## src/design/cedf_pkg.sv

```systemverilog
// Shared types and constants for the confirmation envelope deframer.
// No dependencies; every design file imports this package.
package cedf_pkg;

    localparam int MAX_MSG_BYTES   = 16384;
    localparam int KEY_FIELD_BYTES = 68;

    localparam int POS_W  = $clog2(MAX_MSG_BYTES + 1);
    localparam int SKIP_W = 17;

    localparam logic [POS_W-1:0]  MAX_POS    = POS_W'(MAX_MSG_BYTES);
    localparam logic [SKIP_W-1:0] KEYS_SPAN  = SKIP_W'(2 * KEY_FIELD_BYTES + 1);

    localparam logic [7:0] CH_KEY      = 8'h4b;  // 'K'
    localparam logic [7:0] CH_NOKEY    = 8'h5f;  // '_'
    localparam logic [7:0] CH_CONF     = 8'h43;  // 'C'
    localparam logic [7:0] CH_ONE      = 8'h31;  // '1'
    localparam logic [7:0] CH_COMMA    = 8'h2c;  // ','
    localparam logic [7:0] LEN_LONG_LT = 8'h20;
    localparam logic [7:0] MARK_B0     = 8'h7b;
    localparam logic [7:0] MARK_B2     = 8'h02;
    localparam logic [15:0] MARK_HEAD  = {MARK_B0, 8'h00};

    localparam logic [2:0] ST_OK       = 3'd0;
    localparam logic [2:0] ST_BADTAG   = 3'd1;
    localparam logic [2:0] ST_TRUNC    = 3'd2;
    localparam logic [2:0] ST_NOTCONF  = 3'd3;
    localparam logic [2:0] ST_BADMAYBE = 3'd4;
    localparam logic [2:0] ST_TOOLONG  = 3'd5;

    typedef enum logic [3:0] {
        PH_TAG, PH_KLEN0, PH_KLEN1, PH_KSKIP, PH_VER0, PH_VER1, PH_MTAG,
        PH_MAYBE, PH_E2E0, PH_E2E1, PH_KEYS, PH_KEM, PH_TAIL, PH_SEARCH, PH_IDLE
    } phase_t;

    typedef struct packed {
        logic [2:0]  status;
        logic [14:0] payload_offset;
        logic [14:0] payload_length;
        logic [15:0] agent_rev;
        logic [15:0] e2e_rev;
        logic        has_e2e;
        logic        has_kem;
        logic        had_sender_key;
    } result_t;

endpackage

```

## src/design/confirmation_envelope_deframer.sv

```systemverilog
// A result item is registered twice: the input register feeds the parser, and the
// result register loads the parser's item when the last byte advances.
// Throughput: one byte per cycle; the parse state updates in a single pass, and
// only a held result stalls a last byte.
// Reset (rst_n low, asynchronous) empties both registers and returns the parser
// to the header tag phase. Top level; depends on cedf_pkg, cedf_parser, cedf_out_reg.
module confirmation_envelope_deframer (
    input  logic        clk,
    input  logic        rst_n,
    input  logic        in_valid,
    output logic        in_ready,
    input  logic [7:0]  msg_byte,
    input  logic        last,
    output logic        out_valid,
    input  logic        out_ready,
    output logic [2:0]  status,
    output logic [14:0] payload_offset,
    output logic [14:0] payload_length,
    output logic [15:0] agent_rev,
    output logic [15:0] e2e_rev,
    output logic        has_e2e,
    output logic        has_kem,
    output logic        had_sender_key
);
    import cedf_pkg::*;

    logic       in_valid_reg;
    logic [7:0] byte_reg;
    logic       last_reg;
    logic       advance;
    logic       slot_free;
    result_t    parsed_item;
    result_t    held_result;

    // a non-last byte never needs the result slot
    assign advance  = in_valid_reg && (!last_reg || slot_free);
    assign in_ready = !in_valid_reg || advance;

    always_ff @(posedge clk or negedge rst_n)
    begin
        if (!rst_n)
            in_valid_reg <= 1'b0;
        else if (in_ready)
            in_valid_reg <= in_valid;
    end

    always_ff @(posedge clk)
    begin
        if (in_ready && in_valid)
        begin
            byte_reg <= msg_byte;
            last_reg <= last;
        end
    end

    cedf_parser u_parser (
        .clk      (clk),
        .rst_n    (rst_n),
        .advance  (advance),
        .byte_val (byte_reg),
        .last_val (last_reg),
        .result   (parsed_item)
    );

    cedf_out_reg u_out (
        .clk        (clk),
        .rst_n      (rst_n),
        .load       (advance && last_reg),
        .result_in  (parsed_item),
        .slot_free  (slot_free),
        .out_valid  (out_valid),
        .out_ready  (out_ready),
        .result_out (held_result)
    );

    assign status         = held_result.status;
    assign payload_offset = held_result.payload_offset;
    assign payload_length = held_result.payload_length;
    assign agent_rev      = held_result.agent_rev;
    assign e2e_rev        = held_result.e2e_rev;
    assign has_e2e        = held_result.has_e2e;
    assign has_kem        = held_result.has_kem;
    assign had_sender_key = held_result.had_sender_key;

endmodule

```

## src/design/cedf_parser.sv

```systemverilog
// Header parse state and per-byte next-state logic; builds the result item.
// Depends on cedf_pkg.
module cedf_parser (
    input  logic             clk,
    input  logic             rst_n,
    input  logic             advance,
    input  logic [7:0]       byte_val,
    input  logic             last_val,
    output cedf_pkg::result_t result
);
    import cedf_pkg::*;

    logic [POS_W-1:0]  byte_position_reg, byte_position_next;
    phase_t            phase_reg, phase_next;
    logic [SKIP_W-1:0] skip_end_reg, skip_end_next;
    logic [7:0]        length_high_reg, length_high_next;
    logic [15:0]       version_reg, version_next;
    logic [15:0]       e2e_version_reg, e2e_version_next;
    logic [2:0]        error_reg, error_next;
    logic [POS_W-1:0]  start_offset_reg, start_offset_next;
    logic [15:0]       recent_reg, recent_next;
    logic [POS_W-1:0]  match_pos_reg, match_pos_next;
    logic              match_found_reg, match_found_next;
    logic [2:0]        flags_reg, flags_next;

    logic [POS_W-1:0]  pos_inc;
    logic [SKIP_W-1:0] pos_plus1;
    logic [15:0]       skip_len;
    logic [POS_W-1:0]  offset;
    logic [2:0]        status;
    logic [POS_W:0]    match_end;

    always_comb
    begin
        byte_position_next = byte_position_reg;
        phase_next         = phase_reg;
        skip_end_next      = skip_end_reg;
        length_high_next   = length_high_reg;
        version_next       = version_reg;
        e2e_version_next   = e2e_version_reg;
        error_next         = error_reg;
        start_offset_next  = start_offset_reg;
        recent_next        = recent_reg;
        match_pos_next     = match_pos_reg;
        match_found_next   = match_found_reg;
        flags_next         = flags_reg;

        pos_inc   = byte_position_reg + POS_W'(1);
        pos_plus1 = SKIP_W'(pos_inc);
        skip_len  = {length_high_reg, byte_val};

        if (error_reg == ST_TOOLONG || byte_position_reg >= MAX_POS)
        begin
            // stop counting; too long overrides any earlier error
            error_next = ST_TOOLONG;
            phase_next = PH_IDLE;
        end
        else
        begin
            byte_position_next = pos_inc;
            unique case (phase_reg)
                PH_TAG:
                begin
                    if (byte_val == CH_KEY)
                    begin
                        flags_next[2] = 1'b1;
                        phase_next    = PH_KLEN0;
                    end
                    else if (byte_val == CH_NOKEY)
                        phase_next = PH_VER0;
                    else
                    begin
                        error_next = ST_BADTAG;
                        phase_next = PH_IDLE;
                    end
                end
                PH_KLEN0:
                begin
                    if (byte_val < LEN_LONG_LT)
                    begin
                        length_high_next = byte_val;
                        phase_next       = PH_KLEN1;
                    end
                    else
                    begin
                        skip_end_next = pos_plus1 + SKIP_W'(byte_val);
                        phase_next    = PH_KSKIP;
                    end
                end
                PH_KLEN1:
                begin
                    skip_end_next = pos_plus1 + SKIP_W'(skip_len);
                    phase_next    = (skip_len == 16'd0) ? PH_VER0 : PH_KSKIP;
                end
                PH_KSKIP:
                begin
                    if (pos_plus1 >= skip_end_reg)
                        phase_next = PH_VER0;
                end
                PH_VER0:
                begin
                    version_next = {byte_val, 8'h00};
                    phase_next   = PH_VER1;
                end
                PH_VER1:
                begin
                    version_next = {version_reg[15:8], byte_val};
                    phase_next   = PH_MTAG;
                end
                PH_MTAG:
                begin
                    if (byte_val == CH_CONF)
                        phase_next = PH_MAYBE;
                    else
                    begin
                        error_next = ST_NOTCONF;
                        phase_next = PH_IDLE;
                    end
                end
                PH_MAYBE:
                begin
                    if (byte_val == CH_ONE)
                    begin
                        flags_next[0] = 1'b1;
                        phase_next    = PH_E2E0;
                    end
                    else if (byte_val == CH_COMMA)
                    begin
                        start_offset_next = pos_inc;
                        phase_next        = PH_TAIL;
                    end
                    else
                    begin
                        error_next = ST_BADMAYBE;
                        phase_next = PH_IDLE;
                    end
                end
                PH_E2E0:
                begin
                    e2e_version_next = {byte_val, 8'h00};
                    phase_next       = PH_E2E1;
                end
                PH_E2E1:
                begin
                    e2e_version_next  = {e2e_version_reg[15:8], byte_val};
                    skip_end_next     = SKIP_W'(byte_position_reg) + KEYS_SPAN;
                    start_offset_next = POS_W'(SKIP_W'(byte_position_reg) + KEYS_SPAN);
                    phase_next        = PH_KEYS;
                end
                PH_KEYS:
                begin
                    if (pos_plus1 >= skip_end_reg)
                        phase_next = PH_KEM;
                end
                PH_KEM:
                begin
                    start_offset_next = pos_inc;
                    if (byte_val == CH_ONE)
                    begin
                        flags_next[1] = 1'b1;
                        recent_next   = 16'h0000;
                        phase_next    = PH_SEARCH;
                    end
                    else
                        phase_next = PH_TAIL;
                end
                PH_SEARCH:
                begin
                    // latch only the first marker
                    if (!match_found_reg && byte_val == MARK_B2 && recent_reg == MARK_HEAD)
                    begin
                        match_found_next = 1'b1;
                        match_pos_next   = byte_position_reg - POS_W'(2);
                    end
                    recent_next = {recent_reg[7:0], byte_val};
                end
                PH_TAIL, PH_IDLE:
                begin
                end
                default:
                begin
                end
            endcase
        end

        // result from the state after this byte
        match_end = {1'b0, match_pos_next} + (POS_W+1)'(5);
        status    = error_next;
        offset    = '0;
        if (status == ST_OK)
        begin
            unique case (phase_next)
                PH_KEM, PH_TAIL:
                    offset = start_offset_next;
                PH_SEARCH:
                begin
                    offset = start_offset_next;
                    if (match_found_next && match_end <= {1'b0, byte_position_next})
                        offset = match_pos_next;
                end
                default:
                    status = ST_TRUNC;
            endcase
        end

        result = '0;
        result.status = status;
        if (status == ST_OK)
        begin
            result.payload_offset = 15'(offset);
            result.payload_length = 15'(byte_position_next - offset);
            result.agent_rev      = version_next;
            result.e2e_rev        = e2e_version_next;
            result.has_e2e        = flags_next[0];
            result.has_kem        = flags_next[1];
            result.had_sender_key = flags_next[2];
        end
    end

    always_ff @(posedge clk or negedge rst_n)
    begin
        if (!rst_n)
        begin
            byte_position_reg <= '0;
            phase_reg         <= PH_TAG;
            skip_end_reg      <= '0;
            length_high_reg   <= '0;
            version_reg       <= '0;
            e2e_version_reg   <= '0;
            error_reg         <= ST_OK;
            start_offset_reg  <= '0;
            recent_reg        <= '0;
            match_pos_reg     <= '0;
            match_found_reg   <= 1'b0;
            flags_reg         <= '0;
        end
        else if (advance)
        begin
            if (last_val)
            begin
                // message done: back to reset values
                byte_position_reg <= '0;
                phase_reg         <= PH_TAG;
                skip_end_reg      <= '0;
                length_high_reg   <= '0;
                version_reg       <= '0;
                e2e_version_reg   <= '0;
                error_reg         <= ST_OK;
                start_offset_reg  <= '0;
                recent_reg        <= '0;
                match_pos_reg     <= '0;
                match_found_reg   <= 1'b0;
                flags_reg         <= '0;
            end
            else
            begin
                byte_position_reg <= byte_position_next;
                phase_reg         <= phase_next;
                skip_end_reg      <= skip_end_next;
                length_high_reg   <= length_high_next;
                version_reg       <= version_next;
                e2e_version_reg   <= e2e_version_next;
                error_reg         <= error_next;
                start_offset_reg  <= start_offset_next;
                recent_reg        <= recent_next;
                match_pos_reg     <= match_pos_next;
                match_found_reg   <= match_found_next;
                flags_reg         <= flags_next;
            end
        end
    end

endmodule

```

## src/design/cedf_out_reg.sv

```systemverilog
// Result register with valid/ready toward the consumer.
// Depends on cedf_pkg.
module cedf_out_reg (
    input  logic              clk,
    input  logic              rst_n,
    input  logic              load,
    input  cedf_pkg::result_t result_in,
    output logic              slot_free,
    output logic              out_valid,
    input  logic              out_ready,
    output cedf_pkg::result_t result_out
);
    import cedf_pkg::*;

    logic    valid_reg;
    result_t result_reg;

    assign slot_free  = !valid_reg || out_ready;
    assign out_valid  = valid_reg;
    assign result_out = result_reg;

    always_ff @(posedge clk or negedge rst_n)
    begin
        if (!rst_n)
            valid_reg <= 1'b0;
        else if (load)
            valid_reg <= 1'b1;
        else if (out_ready)
            valid_reg <= 1'b0;
    end

    always_ff @(posedge clk)
    begin
        if (load)
            result_reg <= result_in;
    end

endmodule

```

## config.mk

```make
export PLATFORM = sky130hd
export DESIGN_NAME = confirmation_envelope_deframer
export DESIGN_NICKNAME = d
export VERILOG_FILES = /design/src/design/cedf_pkg.sv /design/src/design/confirmation_envelope_deframer.sv /design/src/design/cedf_parser.sv /design/src/design/cedf_out_reg.sv
export SDC_FILE = /design/constraint.sdc
export NUM_CORES = 1
export LEC_CHECK = 0
export ABC_AREA = 1
export BUFFER_PORTS_ARGS = -buffer_cell sky130_fd_sc_hd__buf_2
export CORE_MARGIN = 1.5
export CORE_UTILIZATION = 40
export CTS_BUF_LIST = sky130_fd_sc_hd__clkbuf_8
export CTS_CLUSTER_SIZE = 28
export DETAILED_ROUTE_END_ITERATION = 16
export HOLD_SLACK_MARGIN = 0.1
export PLACE_DENSITY = 0.66
export REMOVE_ABC_BUFFERS = 1
export SLEW_MARGIN = 15
export SYNTH_ARGS = -nofsm -noshare
export SYNTH_HDL_FRONTEND = slang
export SYNTH_SLANG_ARGS = --single-unit
```

## constraint.sdc

```tcl
create_clock -name clk -period 15.95 [get_ports clk]
set_input_delay 1.595 -clock clk [delete_from_list [all_inputs] [get_ports clk]]
set_output_delay 1.595 -clock clk [all_outputs]
set_load 0.01 [all_outputs]
```

==> metrics.md <==
| Metric | Value |
|---|---|
| Status | `completed` |
| Vias in the first global route | `11,565` |
| Max FO, Critical Path | `27` |
| Post-route cell area | `about 15,000 um^2` |
| Highest clock rate | `roughly 130 MHz` |
| Worst path slowest cell | `clkinv_1` |
| Layout area overhead | `12.24%` |
| H-Tree Depth | `2` |
| Leak pwr | `between 7 and 8 nW` |
| Worst slew margin | `between 20% and 30%` |
| Max reg flops | `slightly below 70` |
| Post-Place Cell Area | `between 10,000 and 15,000 um^2` |
| Routability Congestion | `roughly 0.94` |
| Pre-antenna DRT Iters | `6` |
| Die width | `between 150 and 200 um` |
| Initial Utilization | `between 40% and 50%` |
| Total power | `between 1.5 and 2 mW` |
| Avg WL per Cell | `between 15 and 20 um` |
| Die H | `183.8 um` |
| Pin count of the biggest net entering global routing | `78` |
| # DRC | `0` |
| Worst clock skew | `33.68 ps` |
| Hold Slack | `484.6 ps` |
| Top cell by count, worst path | `nand2_1` |
| PwrDens | `about 130 nW/um^2` |
| Final hold vios | `0` |
| Post-detail-place hpwl | `between 20,000 and 30,000 um` |
| Cell Area, Synth | `13,080 um^2` |
| Clock latency on the worst-skew pair | `slightly below 600 ps` |
| Number of I/O pins | `83` |
| Clock Sinks | `~210` |
| Actual slew at the worst max-slew pin | `approximately 1100 ps` |
| Asr flop ratio synth | `~63%` |
| Postcts setup bufs | `0` |
| Vias post-DR | `roughly 12,000` |
| Critical path required time | `around 16,000 ps` |
| Global-route wire length before repair | `between 60,000 and 70,000 um` |
| CTS root buffer | `clkbuf_8` |
| Fill cells | `3,330` |
| Mapped Cells | `1,709` |
| Dominant synthesized flop cell | `dfrtp_1` |
| WL final | `~41,000 um` |
| Ant. Diodes | `0` |
| Crit. End Element | `flip-flop` |
| TritonCTS clock tree | `built` |
| DR vias/cell | `between 5 and 6` |
| ANT nets after route | `0` |
| Share of cells above drive strength 1 | `between 10% and 20%` |
| Number of CTS-inserted buffers | `38` |
| Register area share after synthesis | `a little over two fifths` |
| Hold Path Class | `reg2reg` |
| Yosys warns | `0` |
| Nets | `1,869` |
| DR iter-0 viols | `1,139` |
| GRT Total Usage | `about a quarter` |
| Mapped Avg Cell Area | `around 7.7 um^2` |
| Netlist cell types | `53` |
| CTS resizes | `0` |
| Max Root-Sink Buffers | `3` |
| Initial antenna violation count | `0` |
| Flops & latches, synth | `around 210` |
| Maxcap violations | `0` |
| Setup CP Type | `reg2reg` |
| # hold bufs at CTS | `0` |
| Fin crit period | `about 7800 ps` |
| Post-Route Utilization | `a little under half` |
| Site Rows | `66` |
| Final setup vio count | `0` |
| DIE AREA | `approximately 34,000 um^2` |
| Crit path DAT | `between 8000 and 9000 ps` |
| RSZ-0062 raised after global routing | `no` |
| Period utilisation layout | `48.93%` |
| Grt total ovfl | `0` |
| Port bufs | `slightly above 80` |
| Setup_tns | `0 ps` |
| Final max-slew violation count | `0` |
| CORE AREA | `roughly 32,000 um^2` |
| Worst setup SP type | `flip-flop` |
| Max IR drop VDD | `roughly 0.00013 V` |
| Post-synth EDFFs | `just under 80` |
| Crit path largest cell delay | `730 ps` |
| Clk slew on worst S/H paths | `about 60 ps` |
-- synthesized netlist by cell type, types with 7 or more instances --
cell type,instances,area (um^2)
a21oi_1,65,325.3
inv_1,239,897.1
nor2_1,192,720.7
or2_2,9,56.30
nor3_1,33,165.2
edfxtp_1,77,2312
nand4_1,28,175.2
nand3_1,79,395.4
o211ai_1,7,52.55
xor2_1,33,289.0
o22ai_1,62,387.9
o21ai_0,156,780.8
a22oi_1,10,75.07
ha_1,63,788.3
nand2_1,385,1445
clkbuf_1,43,161.4
dfrtp_1,131,3278
-- final timing paths --
| kind | cells after the start | slack [ps] | start | endpoint |
|---|---|---|---|---|
| max reg2reg | 38 | 8150 | u_parser.byte_position_reg[14] | u_out.result_out[49] |
| max | 38 | 8150 | u_parser.byte_position_reg[14] | u_out.result_out[49] |
| min | 2 | 480 | u_parser.start_offset_reg[12] | u_parser.start_offset_reg[12] |
| max in group asynchronous | 2 | 13330 | rst_n | u_parser.start_offset_reg[10] |
| min in group asynchronous | 1 | 1160 | rst_n | u_parser.version_reg[13] |
| min reg2reg | 2 | 480 | u_parser.start_offset_reg[12] | u_parser.start_offset_reg[12] |
-- layout by cell type (no fill, tap or decap), types with 4 or more instances in the layout --
cell / n
xnor2_1: 6
o22ai_1: 62
inv_2: 7
or2_2: 9
a22oi_1: 10
clkinv_1: 9
nand2_2: 6
nor3_1: 33
clkinv_2: 6
nand4_1: 28
o21ai_1: 4
nand2_1: 384
o21bai_1: 4
a211oi_1: 4
a21o_1: 4
clkbuf_8: 44
dfrtp_1: 131
buf_2: 81
nor2_1: 192
buf_4: 13
edfxtp_1: 77
ha_1: 63
o31ai_1: 6
o211ai_1: 7
o21ai_0: 156
nand3_1: 79
xor2_1: 33
inv_1: 247
a21oi_1: 65
nor2_2: 6
-- worst max-delay path, delay by kind of cell (launching register included) --
| family | cells | cell delay, ps |
|---|---|---|
| AOI/OAI and AO/OA | 4 | 810 |
| and+or+nand+nor | 22 | 3550 |
| xor gates and xnor gates | 2 | 310 |
| adders and majority gates | 4 | 1050 |
| buffers and inverters | 6 | 1350 |
| DFF | 1 | 460 |
-- cells by family after synthesis --
kind of cell | count (synthesis) | synth area share, %
compound gates | 345 | 15.08
fa+ha+maj | 65 | 6.333
flops | 208 | 42.74
simple gates | 750 | 24.29
xor+xnor | 39 | 2.612
buf+inv | 302 | 8.945
-- layer usage --
layer / vias up / part of all wire [%] / track usage [%]
li1: 5851 / - / -
met1: 5750 / 46 / 34.94
met2: 434 / 44 / 36.70
met3: 94 / 7.6 / 5.032
met4: 0 / 3.3 / 9.311
met5: - / 0 / 0
-- power by group --
part / internal, mW / switching (mW) / leakage [nW]
clock network: 0.270 / 0.242 / 0.418
registers: 0.634 / 0.0358 / 2.55
logic: 0.200 / 0.520 / 4.05
total: 1.10 / 0.797 / 7.01
-- area by class of cell --
type	instances	area [um^2]	share of cell area, %
flip-flops and latches	208	5590	38.08
clock inverters	26	146.4	0.9973
clock buffers	44	605.6	4.125
repair buffers	94	503.0	3.427
well taps	442	553.0	3.767
multi-input cells	1199	6336	43.16
inverters	250	944.7	6.435
-- per-stage QoR --
step | cells | setup slack, ps
finish | 2263 | 8145
global route | 2263 | 7446
CTS | 2263 | 8294
detailed placement | 2193 | 8333
global placement | 2193 | 8550
floorplan | 1657 | 9557
Note: power is estimated with default switching activity, not from simulation.
